File: config.mk
export PLATFORM = sky130hd
export DESIGN_NAME = lmc_col_queue
export DESIGN_NICKNAME = d
export VERILOG_FILES = /design/src/hdl/lmc_pkg.sv /design/src/hdl/lmc_col_queue.sv
export SDC_FILE = /design/constraint.sdc
export NUM_CORES = 1
export LEC_CHECK = 0
export ABC_CLOCK_PERIOD_IN_PS = 2120
export BUFFER_PORTS_ARGS = -buffer_cell sky130_fd_sc_hd__buf_2
export CAP_MARGIN = 10
export CORE_MARGIN = 2
export CORE_UTILIZATION = 35
export CTS_CLUSTER_DIAMETER = 100
export DETAILED_ROUTE_END_ITERATION = 8
export PLACE_DENSITY = 0.55
export SYNTH_ARGS = -nofsm -noshare
export SYNTH_HDL_FRONTEND = slang
export SYNTH_SLANG_ARGS = --single-unit
File: constraint.sdc
create_clock -name clock -period 2.12 [get_ports clock]
set_clock_uncertainty 0.05 [all_clocks]
set_input_delay 0.636 -clock clock [delete_from_list [all_inputs] [get_ports clock]]
set_output_delay 0.636 -clock clock [all_outputs]
set_load 0.05 [all_outputs]
File: src/hdl/lmc_pkg.sv
package lmc_pkg;

   localparam int MAX_WIDTH = 1024;
   localparam int MAX_HEIGHT = 1024;
   localparam int COL_W = $clog2(MAX_WIDTH);
   localparam int ROW_W = $clog2(MAX_HEIGHT);
   localparam int PIX_W = 8;

   localparam int SEL_W = 4;
   localparam int CSR_INDEX_W = 2;
   localparam int CSR_DATA_W = 11;
   localparam int WIDTH_RESET = 1024;
   localparam int HEIGHT_RESET = 1024;

   localparam int COL_DEPTH = 4;
   localparam int COL_PTR_W = $clog2(COL_DEPTH);
   localparam int COL_CNT_W = $clog2(COL_DEPTH + 1);

   typedef enum logic [CSR_INDEX_W-1:0] {
      CSR_MASK_SELECT  = 2'd0,
      CSR_IMAGE_WIDTH  = 2'd1,
      CSR_IMAGE_HEIGHT = 2'd2
   } csr_index_type;

   typedef enum logic [1:0] {
      VEC_L,
      VEC_E,
      VEC_S
   } vec_type;

   typedef struct packed {
      vec_type col_vec;
      vec_type row_vec;
   } mask_type;

   localparam int MASK_COUNT = 9;
   localparam int MASK_LAST = MASK_COUNT - 1;

   localparam mask_type MASK_TABLE [MASK_COUNT] = '{
      '{VEC_L, VEC_L}, '{VEC_L, VEC_E}, '{VEC_L, VEC_S},
      '{VEC_E, VEC_L}, '{VEC_E, VEC_E}, '{VEC_E, VEC_S},
      '{VEC_S, VEC_L}, '{VEC_S, VEC_E}, '{VEC_S, VEC_S}
   };

   typedef struct packed {
      logic [PIX_W-1:0] pixel;
      logic             start_of_frame;
   } req_type;

   typedef struct packed {
      logic [PIX_W-1:0] response;
      logic             clipped;
      logic             frame_end;
   } rsp_type;

   typedef struct packed {
      logic [COL_W-1:0] last_col;
      logic [ROW_W-1:0] last_row;
   } geom_type;

   typedef struct packed {
      logic [PIX_W-1:0] top;
      logic [PIX_W-1:0] mid;
      logic [PIX_W-1:0] bottom;
      logic             emit;
      logic             frame_end;
   } col_type;

   typedef struct packed {
      logic                 empty;
      logic [COL_CNT_W-1:0] count;
   } col_q_status_type;

   function automatic mask_type decode_mask(input logic [SEL_W-1:0] sel);
      mask_type m;
      if (sel > SEL_W'(MASK_LAST)) begin
         m = MASK_TABLE[MASK_LAST];
      end else begin
         m = MASK_TABLE[sel];
      end
      return m;
   endfunction

endpackage

File: src/hdl/lmc_col_queue.sv
module lmc_col_queue import lmc_pkg::*; (
   input  logic             clock,
   input  logic             reset,
   input  logic             push,
   input  col_type          push_data,
   input  logic             pop,
   output col_type          pop_data,
   output col_q_status_type status
);

   col_type              entry_ff [COL_DEPTH];
   logic [COL_PTR_W-1:0] wr_ptr_ff, rd_ptr_ff;
   logic [COL_CNT_W-1:0] count_ff;

   always_ff @(posedge clock) begin
      if (push) begin
         entry_ff[wr_ptr_ff] <= push_data;
      end
   end

   always_ff @(posedge clock) begin
      if (reset) begin
         wr_ptr_ff <= '0;
         rd_ptr_ff <= '0;
         count_ff  <= '0;
      end else begin
         if (push) begin
            wr_ptr_ff <= (wr_ptr_ff == COL_PTR_W'(COL_DEPTH - 1)) ? '0
                                                                 : wr_ptr_ff + COL_PTR_W'(1);
         end
         if (pop) begin
            rd_ptr_ff <= (rd_ptr_ff == COL_PTR_W'(COL_DEPTH - 1)) ? '0
                                                                 : rd_ptr_ff + COL_PTR_W'(1);
         end
         if (push && !pop) begin
            count_ff <= count_ff + COL_CNT_W'(1);
         end else if (pop && !push) begin
            count_ff <= count_ff - COL_CNT_W'(1);
         end
      end
   end

   assign pop_data     = entry_ff[rd_ptr_ff];
   assign status.empty = (count_ff == '0);
   assign status.count = count_ff;

`ifndef NO_ASSERTIONS
   a_col_no_overflow : assert property (@(posedge clock) disable iff (reset)
      push |-> (count_ff < COL_CNT_W'(COL_DEPTH)) || pop)
      else $error("Column queue written while full.");
`endif

endmodule

==> reports/qor.csv <==
metric,value,unit
Vias/cell,4.68,
wire length per cell,17.6,um
# DRC,0,
maxcap violations,0,
GP Congestion,0.614,
Post-DRT Antenna Nets,0,
RSZ-0062 raised after global routing,true,
Setup Buffers After CTS,0,
"Design Area, Final",5540,um^2
DR iter-0 viols,108,
"Seq/Total Area, Yosys",78.1,%
"Hold Vio Cnt, Final",0,
share of cells above drive strength 1,46.7,%
Slew headroom,83.3,%
fmax,423,MHz
first-pass GRT wire length,11.5,mm
Hold Path End,entry_ff[3][8],
Post-Synth Simple-Gate Area,1.66,%
syn_nets,216,
Final Setup Violations,26,
Sink Count,113,
Die ar.,13000,um^2
area occupied by multi-input gates,833,um^2
PD cells,1110,nW/um^2
worst-margin pin slew,0.252,ns
vias in the first global route,2090,
CTS tree,yes,
synthesized area,4230,um^2
Die W,114,um
largest net degree at the start of global routing,22,
gr usage total,12.6,%
final cycle utilization of the critical path,111,%
most frequent cells after synthesis,"edfxtp_1, mux4_2, dfxtp_1",
CP Class,reg -> out,
XOR/XNOR share of the synthesized area,0.414,%
clk_lat worst skew,0.41,ns
Synth Area in Compound Gates,0.355,%
DP HPWL,4.40,mm
post-synth top area cell,edfxtp_1,
"top cells by area, synth","edfxtp_1, mux4_2, dfxtp_1",
"Async S/R FF share, synth",0,%
H-tree depth,4,
# nets final,298,
fill cell count,1037,
CP max FO,15,
largest family of logic cells by synthesized area,multiplexers,
ys flop type,edfxtp_1,
total number of vias,1972,
Layout Area Growth over Synthesis,30.9,%
DRT Pass-1 Iters,3,
Reg-to-Reg End,count_ff[2],
Worst setup SP type,flip-flop,
"Power, Total",6.15,mW
max-slew violations,0,
Worst Setup End Kind,output port,
Worst-path clk slew,0.05,ns
drt total wl,7.41,mm
critical path required time,1.43,ns
failing checks,negative setup slack,
Yosys reg bits,113,
reg-to-reg startpoint,count_ff[0],
status,"finished, violations left",
Max VDD drop,0.000707,V
DIE HEIGHT,114,um
HP Class,in -> reg,
# rows,40,
Post-Syn Area per Cell,23.6,um^2
CTS Buffer Depth,2,
Hold Startpoint,push_data[8],
"Arr. time, crit path",1.68,ns
Port Buf Inserts,59,
total CTS buffers,17,
mux share of post-synthesis cell area,15.3,%
Yosys cell types,20,
placed cell area,4820,um^2
Post-Synthesis Cells,179,
FF+latch area,3310,um^2
reg2reg setup slack,0.61,ns
antenna violations before repair,0,
core area,11900,um^2
Synth Warn #,0,
GRT overflow,0,
root buf cell,clkbuf_16,
Yosys top cell area share,73.8,%
top-count cell post-synth,edfxtp_1,
fin crit period,2.36,ns
setup slack after layout,-0.242,ns
Post-synth EDFFs,104,
Leak Pwr,1.95,nW
n_diodes,0,
Initial Util,35.5,%
Hold Path Depth,1,
cells on worst reg2reg path,4,
adder-cell share of the synthesized area,2.25,%
I/O pin count,60,
## routing by layer
| metal | track usage [%] | vias to the layer above | share of wire, % |
|---|---|---|---|
| met5 | 0 | - | 0 |
| met4 | 6.83 | 0 | 2.0 |
| met3 | 5.42 | 15 | 5.4 |
| met2 | 18.3 | 55 | 47 |
| met1 | 16.0 | 997 | 46 |
| li1 | - | 905 | - |
## critical path, cell delays in order, from the launching register on
cell and delay (ns):
dfxtp_4 0.37, buf_12 0.19, mux4_2 0.54, buf_6 0.17
## how the worst max path moves through the flow
stage,from,end,cells after the start
2_1_floorplan,pop,count_ff[2],7
3_3_place_gp,pop,count_ff[2],8
3_5_place_dp,pop,count_ff[2],8
4_1_cts,flip-flop,pop_data[17],3
5_1_grt,flip-flop,pop_data[0],3
6_report,flip-flop,pop_data[0],3
## layout make-up
| cell class | count | share of cell area [%] |
|---|---|---|
| multi-input combinational | 56 | 15.1 |
| sequential | 113 | 59.8 |
| clock buffer | 18 | 7.75 |
| tap | 147 | 3.32 |
| clock inverter | 14 | 2.64 |
| timing repair buffer | 69 | 11.2 |
| inverter | 4 | 0.271 |
## flip-flops by register name (all words and copies together) (netlist names), named ones only
signal	cells
entry_ff	104
wr_ptr_ff	2
count_ff	3
rd_ptr_ff	2
## cell usage in the layout, fill, tap and decap left out, types with 4 or more instances in the layout
cell type,Yosys,layout
clkinv_1,0,5
mux2i_1,4,4
mux4_2,20,26
nor2_1,7,7
inv_1,4,4
edfxtp_1,104,104
buf_6,1,26
dfxtp_1,9,7
clkbuf_16,0,17
ha_1,6,6
and2_2,0,4
buf_12,2,7
buf_2,2,33
## power by group
group          switching [mW]  internal, mW
sequential             0.0398          2.55
clock                   0.916          1.81
combinational           0.512         0.318
total                    1.47          4.68
## cells by family after synthesis
family,count (synthesis)
adders and majority gates,7
AOI/OAI and AO/OA,3
buffers and inverters,10
and+or+nand+nor,14
xor gates and xnor gates,2
DFF,113
muxes,30
## through the flow
step	hold WS (ns)	std cells	worst slack [ns]	utilization (%)	setup TNS [ns]
detailed placement	0.460	389	-0.0103	40.5	-0.0103
global placement	0.456	389	0.0353	40.5	0
CTS	0.369	421	-0.287	46.5	-6.71
global route	0.381	421	-0.312	46.5	-7.33
floorplan	0.442	179	0.172	-	0
finish	0.390	421	-0.242	46.5	-5.63
## repair_timing
item                       in CTS  in global routing
hold endpoints to repair        0                  0
gates resized for setup        59                  0
hold buffers                    0                  0
setup endpoints to repair      26                 26
cloned                          0                  0
Power figures use the tool's default switching activity.
