$ cat src/hdl/lmc_pkg.sv
package lmc_pkg;

   localparam int MAX_WIDTH = 1024;
   localparam int MAX_HEIGHT = 1024;
   localparam int COL_W = $clog2(MAX_WIDTH);
   localparam int ROW_W = $clog2(MAX_HEIGHT);
   localparam int PIX_W = 8;

   localparam int SEL_W = 4;
   localparam int CSR_INDEX_W = 2;
   localparam int CSR_DATA_W = 11;
   localparam int WIDTH_RESET = 1024;
   localparam int HEIGHT_RESET = 1024;

   localparam int COL_DEPTH = 4;
   localparam int COL_PTR_W = $clog2(COL_DEPTH);
   localparam int COL_CNT_W = $clog2(COL_DEPTH + 1);

   typedef enum logic [CSR_INDEX_W-1:0] {
      CSR_MASK_SELECT  = 2'd0,
      CSR_IMAGE_WIDTH  = 2'd1,
      CSR_IMAGE_HEIGHT = 2'd2
   } csr_index_type;

   typedef enum logic [1:0] {
      VEC_L,
      VEC_E,
      VEC_S
   } vec_type;

   typedef struct packed {
      vec_type col_vec;
      vec_type row_vec;
   } mask_type;

   localparam int MASK_COUNT = 9;
   localparam int MASK_LAST = MASK_COUNT - 1;

   localparam mask_type MASK_TABLE [MASK_COUNT] = '{
      '{VEC_L, VEC_L}, '{VEC_L, VEC_E}, '{VEC_L, VEC_S},
      '{VEC_E, VEC_L}, '{VEC_E, VEC_E}, '{VEC_E, VEC_S},
      '{VEC_S, VEC_L}, '{VEC_S, VEC_E}, '{VEC_S, VEC_S}
   };

   typedef struct packed {
      logic [PIX_W-1:0] pixel;
      logic             start_of_frame;
   } req_type;

   typedef struct packed {
      logic [PIX_W-1:0] response;
      logic             clipped;
      logic             frame_end;
   } rsp_type;

   typedef struct packed {
      logic [COL_W-1:0] last_col;
      logic [ROW_W-1:0] last_row;
   } geom_type;

   typedef struct packed {
      logic [PIX_W-1:0] top;
      logic [PIX_W-1:0] mid;
      logic [PIX_W-1:0] bottom;
      logic             emit;
      logic             frame_end;
   } col_type;

   typedef struct packed {
      logic                 empty;
      logic [COL_CNT_W-1:0] count;
   } col_q_status_type;

   function automatic mask_type decode_mask(input logic [SEL_W-1:0] sel);
      mask_type m;
      if (sel > SEL_W'(MASK_LAST)) begin
         m = MASK_TABLE[MASK_LAST];
      end else begin
         m = MASK_TABLE[sel];
      end
      return m;
   endfunction

endpackage

$ cat src/hdl/lmc_back.sv
module lmc_back import lmc_pkg::*; (
   input  logic             clock,
   input  logic             reset,
   input  mask_type         mask,
   input  col_q_status_type q_status,
   output logic             col_pop,
   input  col_type          col_data,
   output logic             rsp_empty,
   input  logic             rsp_pop,
   output rsp_type          rsp_data
);

   localparam int SUM_W = 13;
   localparam int MAG_W = SUM_W - 1;
   localparam int QRT_W = MAG_W - 2;
   localparam int DIV3_RECIP = 2731;
   localparam int DIV3_SHIFT = 13;
   localparam int RECIP_W = 12;
   localparam int PROD_W = QRT_W + RECIP_W;
   localparam int OUT_DEPTH = 4;
   localparam int OUT_PTR_W = $clog2(OUT_DEPTH);
   localparam int OUT_CNT_W = $clog2(OUT_DEPTH + 1);

   function automatic logic signed [SUM_W-1:0] apply_vec(
      input vec_type                 v,
      input logic signed [SUM_W-1:0] x0,
      input logic signed [SUM_W-1:0] x1,
      input logic signed [SUM_W-1:0] x2
   );
      logic signed [SUM_W-1:0] r;
      case (v)
         VEC_L:   r = x0 + (x1 <<< 1) + x2;
         VEC_E:   r = x2 - x0;
         VEC_S:   r = (x1 <<< 1) - x0 - x2;
         default: r = '0;
      endcase
      return r;
   endfunction

   logic [PIX_W-1:0]        win_old_ff [3];
   logic [PIX_W-1:0]        win_mid_ff [3];
   logic [PIX_W-1:0]        win_new [3];
   logic signed [SUM_W-1:0] row_sum [3];
   logic signed [SUM_W-1:0] sum;

   logic                    b1_valid_ff, b1_emit_ff, b1_frame_end_ff;
   logic signed [SUM_W-1:0] b1_sum_ff;

   logic [MAG_W-1:0]        mag;
   logic [QRT_W-1:0]        quarter;
   logic [PROD_W-1:0]       prod;
   logic [MAG_W+1:0]        triple;
   logic [MAG_W-1:0]        quot;
   logic                    clip;

   logic                    b2_valid_ff, b2_emit_ff;
   rsp_type                 b2_rsp_ff;

   rsp_type                 out_ff [OUT_DEPTH];
   logic [OUT_PTR_W-1:0]    out_wr_ptr_ff, out_rd_ptr_ff;
   logic [OUT_CNT_W-1:0]    out_count_ff;
   logic [OUT_CNT_W:0]      credit_used;
   logic                    out_push, out_pop;

   assign credit_used = {1'b0, out_count_ff} + {{OUT_CNT_W{1'b0}}, b1_valid_ff}
                        + {{OUT_CNT_W{1'b0}}, b2_valid_ff};
   assign col_pop = !q_status.empty && (credit_used < (OUT_CNT_W+1)'(OUT_DEPTH));

   assign win_new[0] = col_data.top;
   assign win_new[1] = col_data.mid;
   assign win_new[2] = col_data.bottom;

   always_comb begin
      for (int k = 0; k < 3; k++) begin
         row_sum[k] = apply_vec(mask.row_vec,
                                $signed({{(SUM_W-PIX_W){1'b0}}, win_old_ff[k]}),
                                $signed({{(SUM_W-PIX_W){1'b0}}, win_mid_ff[k]}),
                                $signed({{(SUM_W-PIX_W){1'b0}}, win_new[k]}));
      end
      sum = apply_vec(mask.col_vec, row_sum[0], row_sum[1], row_sum[2]);
   end

   always_ff @(posedge clock) begin
      if (reset) begin
         for (int k = 0; k < 3; k++) begin
            win_old_ff[k] <= '0;
            win_mid_ff[k] <= '0;
         end
         b1_valid_ff <= 1'b0;
         b2_valid_ff <= 1'b0;
      end else begin
         if (col_pop) begin
            for (int k = 0; k < 3; k++) begin
               win_old_ff[k] <= win_mid_ff[k];
               win_mid_ff[k] <= win_new[k];
            end
         end
         b1_valid_ff <= col_pop;
         b2_valid_ff <= b1_valid_ff;
      end
   end

   always_ff @(posedge clock) begin
      if (col_pop) begin
         b1_sum_ff       <= sum;
         b1_emit_ff      <= col_data.emit;
         b1_frame_end_ff <= col_data.frame_end;
      end
   end

   // Three times the magnitude over the divisor: magnitude/12, magnitude/4 or 3*magnitude/4.
   // Division by three uses a reciprocal that is exact over the whole quarter range.
   always_comb begin
      mag     = b1_sum_ff[SUM_W-1] ? MAG_W'(-b1_sum_ff) : MAG_W'(b1_sum_ff);
      quarter = mag[MAG_W-1:2];
      prod    = {{RECIP_W{1'b0}}, quarter} * PROD_W'(DIV3_RECIP);
      triple  = {1'b0, mag, 1'b0} + {2'b00, mag};
      if (mask.col_vec == VEC_L && mask.row_vec == VEC_L) begin
         quot = MAG_W'(prod[PROD_W-1:DIV3_SHIFT]);
      end else if (mask.col_vec == VEC_L || mask.row_vec == VEC_L) begin
         quot = {2'b00, quarter};
      end else begin
         quot = triple[MAG_W+1:2];
      end
      clip = quot > MAG_W'(255);
   end

   always_ff @(posedge clock) begin
      if (b1_valid_ff) begin
         b2_emit_ff          <= b1_emit_ff;
         b2_rsp_ff.response  <= clip ? '1 : quot[PIX_W-1:0];
         b2_rsp_ff.clipped   <= clip;
         b2_rsp_ff.frame_end <= b1_frame_end_ff;
      end
   end

   assign out_push = b2_valid_ff && b2_emit_ff;
   assign out_pop  = rsp_pop && !rsp_empty;

   always_ff @(posedge clock) begin
      if (out_push) begin
         out_ff[out_wr_ptr_ff] <= b2_rsp_ff;
      end
   end

   always_ff @(posedge clock) begin
      if (reset) begin
         out_wr_ptr_ff <= '0;
         out_rd_ptr_ff <= '0;
         out_count_ff  <= '0;
      end else begin
         if (out_push) begin
            out_wr_ptr_ff <= (out_wr_ptr_ff == OUT_PTR_W'(OUT_DEPTH - 1)) ? '0
                             : out_wr_ptr_ff + OUT_PTR_W'(1);
         end
         if (out_pop) begin
            out_rd_ptr_ff <= (out_rd_ptr_ff == OUT_PTR_W'(OUT_DEPTH - 1)) ? '0
                             : out_rd_ptr_ff + OUT_PTR_W'(1);
         end
         if (out_push && !out_pop) begin
            out_count_ff <= out_count_ff + OUT_CNT_W'(1);
         end else if (out_pop && !out_push) begin
            out_count_ff <= out_count_ff - OUT_CNT_W'(1);
         end
      end
   end

   assign rsp_empty = (out_count_ff == '0);
   assign rsp_data  = out_ff[out_rd_ptr_ff];

`ifndef NO_ASSERTIONS
   a_out_no_overflow : assert property (@(posedge clock) disable iff (reset)
      out_push |-> (out_count_ff < OUT_CNT_W'(OUT_DEPTH)) || out_pop)
      else $error("Result queue written while full.");

   a_stage_follows_pop : assert property (@(posedge clock) disable iff (reset)
      b1_valid_ff |-> $past(col_pop))
      else $error("Sum stage valid without a column transfer.");

   a_clip_saturates : assert property (@(posedge clock) disable iff (reset)
      (!rsp_empty && rsp_data.clipped) |-> (rsp_data.response == '1))
      else $error("Clipped result is not saturated.");
`endif

endmodule

$ cat config.mk
export PLATFORM = sky130hd
export DESIGN_NAME = lmc_back
export DESIGN_NICKNAME = d
export VERILOG_FILES = /design/src/hdl/lmc_pkg.sv /design/src/hdl/lmc_back.sv
export SDC_FILE = /design/constraint.sdc
export NUM_CORES = 1
export LEC_CHECK = 0
export ABC_CLOCK_PERIOD_IN_PS = 7350
export BUFFER_PORTS_ARGS = -buffer_cell sky130_fd_sc_hd__buf_4
export CORE_UTILIZATION = 50
export DETAILED_ROUTE_END_ITERATION = 12
export HOLD_SLACK_MARGIN = 0.05
export PLACE_DENSITY = 0.7
export SLEW_MARGIN = 10
export SYNTH_ARGS = -nofsm -noshare
export SYNTH_HDL_FRONTEND = slang
export SYNTH_SLANG_ARGS = --single-unit
$ cat constraint.sdc
create_clock -name clock -period 7.35 [get_ports clock]
set_clock_uncertainty 0.15 [all_clocks]
set_input_delay 0.3675 -clock clock [delete_from_list [all_inputs] [get_ports clock]]
set_output_delay 0.3675 -clock clock [all_outputs]
set_load 0.005 [all_outputs]
==> out/metrics.yaml <==
floorplan:
  num_io_pins: 49
  start_util_pct: 51.09
  dieArea_mm2: 0.02914
  die_h_um: 170.7
  core_mm2: 0.02786
  dieWidth_um: 170.7
  rows: 61
drt:
  vias: 10630
  wl_met3_um: 947
  routed_wl_um: 31990
  wl_met2_um: 15730
  wl_per_cell_um: 16.65
  first_iter_violations: 596
  drc: 0
  routed_via_density: 5.530
  wl_met1_um: 14610
  antenna_left: 0
  firstDrtPassIters: 5
  maxUsedRoutingLayer: "met4"
clocking:
  cts_tree: "built"
  clock_latency_ps: 440
  clockBufferDepth: 2
  cts_num_sinks: 125
  cts_buffers: 17
  clk_pin_slew_ps: 70
  cts_max_level: 4
  cts-root-buf: "clkbuf_16"
setup_path:
  critical_path.startpoint: "b1_sum_ff[7]"
  worstPathMaxFanout: 5
  arrival_ps: 7000
  rr_worst_depth: 22
  r2r-start: "b1_sum_ff[7]"
  critPathKind: "reg -> reg"
  required_ps: 7370
  cp-start-kind: "register"
  endpoint_kind: "register"
  r2r_slack_ps: 370
global_route:
  grt_pass1_vias: 11010
  grt_usage_pct: 23.42
  grt_first_pass_wirelength_um: 53650
  antenna_found_initial: 0
  overflow: 0
  grt_max_degree: 47
timing:
  report.final.hold_viol_count: 0
  maxSlewHeadroom_pct: 38.01
  setup_tns_ps: 0
  finalSetupViolCount: 0
  min_period_over_period_pct: 95.03
  fmax_mhz: 143.2
  tightest_slew_ps: 923.2
  min_period_ps: 6984
  rsz0062_at_grt: "no"
  slew_violations: 0
run:
  drv_cap: 0
outcome:
  status: "finished, final reports clean"
yosys:
  synth_cell_types: 76
  yosys_warnings: 0
  synth_flop_cell: "edfxtp_1"
  synth_top_area_share_pct: 24.05
  synth_edf_count: 114
  synth_area_per_cell_um2: 9.662
  seq_area_frac_synth_pct: 25.60
  synthTopCellsByArea: "edfxtp_1 24%, ha_1 18%, fa_1 12%"
  synthCells: 1473
  yosys.area.top_type: "edfxtp_1"
  syn-num-nets: 1807
  synth_seq_cells: 125
  synth-async-reset-ratio_pct: 0
  syn_area_mm2: 0.01423
worst_hold_path:
  min_path_type: "in -> reg"
  hp-start: "col_data[10]"
  hold_depth: 3
cells_and_area:
  nets: 1865
  antenna_cells: 0
  postLayoutCoreUtil_pct: 56.43
  syn2layout_area_growth_pct: 10.45
  drive_above_1_share_pct: 8.873
place:
  dp_hpwl_um: 25410
  port_buffers: 45
  gp_congestion: 0.8856
critical path: stages, from the launching register on:
cell and delay (ps):
edfxtp_1 490, or4_4 600, o41ai_2 370, xnor2_1 300, ha_1 350, fa_1 490
fa_1 540, fa_1 520, inv_1 50, fa_1 500, inv_1 40, ha_1 310
a21oi_1 140, a21boi_0 90, a31oi_1 210, a31oi_1 150, a221oi_1 270, buf_4 170
o21ai_0 110, xnor2_1 180, a2111oi_4 410, buf_4 210, nand2_1 60
path summary, 6_finish.rpt:
kind	end
worst max-delay path	b2_rsp_ff[5]
worst min-delay path	win_mid_ff[0][8]
worst max register to register	b2_rsp_ff[5]
worst min register to register	b2_emit_ff
state kept, by name, indices dropped and copies added, names as in the netlist, named ones only:
signal and cells:
win_mid_ff 24, b2_emit_ff 1, b2_rsp_ff 10, out_rd_ptr_ff 2, b1_sum_ff 13, b2_valid_ff 1, out_wr_ptr_ff 2, b1_valid_ff 1
out_ff 40, b1_emit_ff 1, b1_frame_end_ff 1, out_count_ff 3, win_old_ff 24
cells in the mapped netlist, drive strengths merged, types with 3 or more instances:
cell type and n:
mux4 10, a21oi 87, and3 9, ha 209
o311ai 3, mux2i 8, nor2 102, nand2b 24
o21bai 13, a21boi 13, buf 11, nor2b 30
nor4 6, and2 26, a31oi 7, nand2 64
fa 88, a211o 5, xnor2 73, nand4 4
or3 5, clkbuf 20, a221o 3, dfxtp 11
a221oi 5, o31ai 9, nand3 12, o22ai 16
nor3 55, edfxtp 114, o41ai 7, a211oi 12
xor2 46, o22a 7, or4 4, nor3b 4
o211ai 6, a21o 34, o21ai 79, or2 5
o21a 13, inv 183
final cells by class:
| class | count | area (um^2) |
|---|---|---|
| Fill cell | 2423 | 12140 |
| Multi-Input combinational cell | 1133 | 9774 |
| Sequential cell | 125 | 3643 |
| Inverter | 183 | 686.9 |
| Timing Repair Buffer | 71 | 538.0 |
| Tap cell | 378 | 473.0 |
| Clock buffer | 17 | 425.4 |
| Clock inverter | 15 | 178.9 |
routing by layer:
metal / vias up / GRT usage, %
li1: 5296 / -
met1: 5118 / 29.04
met2: 170 / 41.54
met3: 45 / 3.331
met4: 0 / 7.873
met5: - / 0
kinds of logic (layout without fill, tap and decap cells):
kind of cell             Yosys count  after routing  synth area share [%]
AND/OR/NAND/NOR                  358            358                 12.54
AO/OA/AOI/OAI                    341            341                 15.65
adder cells (fa/ha/maj)          297            297                 30.75
buffers and inverters            215            286                 5.996
flip-flops                       125            125                 25.60
XOR/XNOR                         119            119                 7.323
multiplexers                      18             18                 2.145
through the flow:
step	instances	worst slack (ps)	hold WS, ps	cell area (um^2)
finish	1922	365.6	191.6	15720
detailed placement	1888	180.1	266.3	15060
global route	1922	11.17	181.0	15720
global placement	1888	311.2	263.8	15060
CTS	1922	128.0	169.4	15680
floorplan	1473	181.5	250.3	14230
what timing repair did:
item                       in CTS  in global routing
hold buffers                    2                  0
hold endpoints to repair        2                  0
resized for setup               0                  4
setup endpoints to repair       0                  9
setup buffers                   0                  0
placed cells by master (no fill, tap or decap), drive strengths merged, types with 10 or more instances in the layout:
master  count
ha        209
inv       189
edfxtp    114
nor2      102
fa         88
a21oi      87
o21ai      79
xnor2      73
buf        69
nand2      64
nor3       55
xor2       46
a21o       34
nor2b      30
and2       26
nand2b     24
clkbuf     17
o22ai      16
a21boi     13
o21a       13
o21bai     13
a211oi     12
nand3      12
dfxtp      11
mux4       10
Power is not shown: default switching activity piles up to over one toggle a cycle in this logic, so the estimate is an artifact.
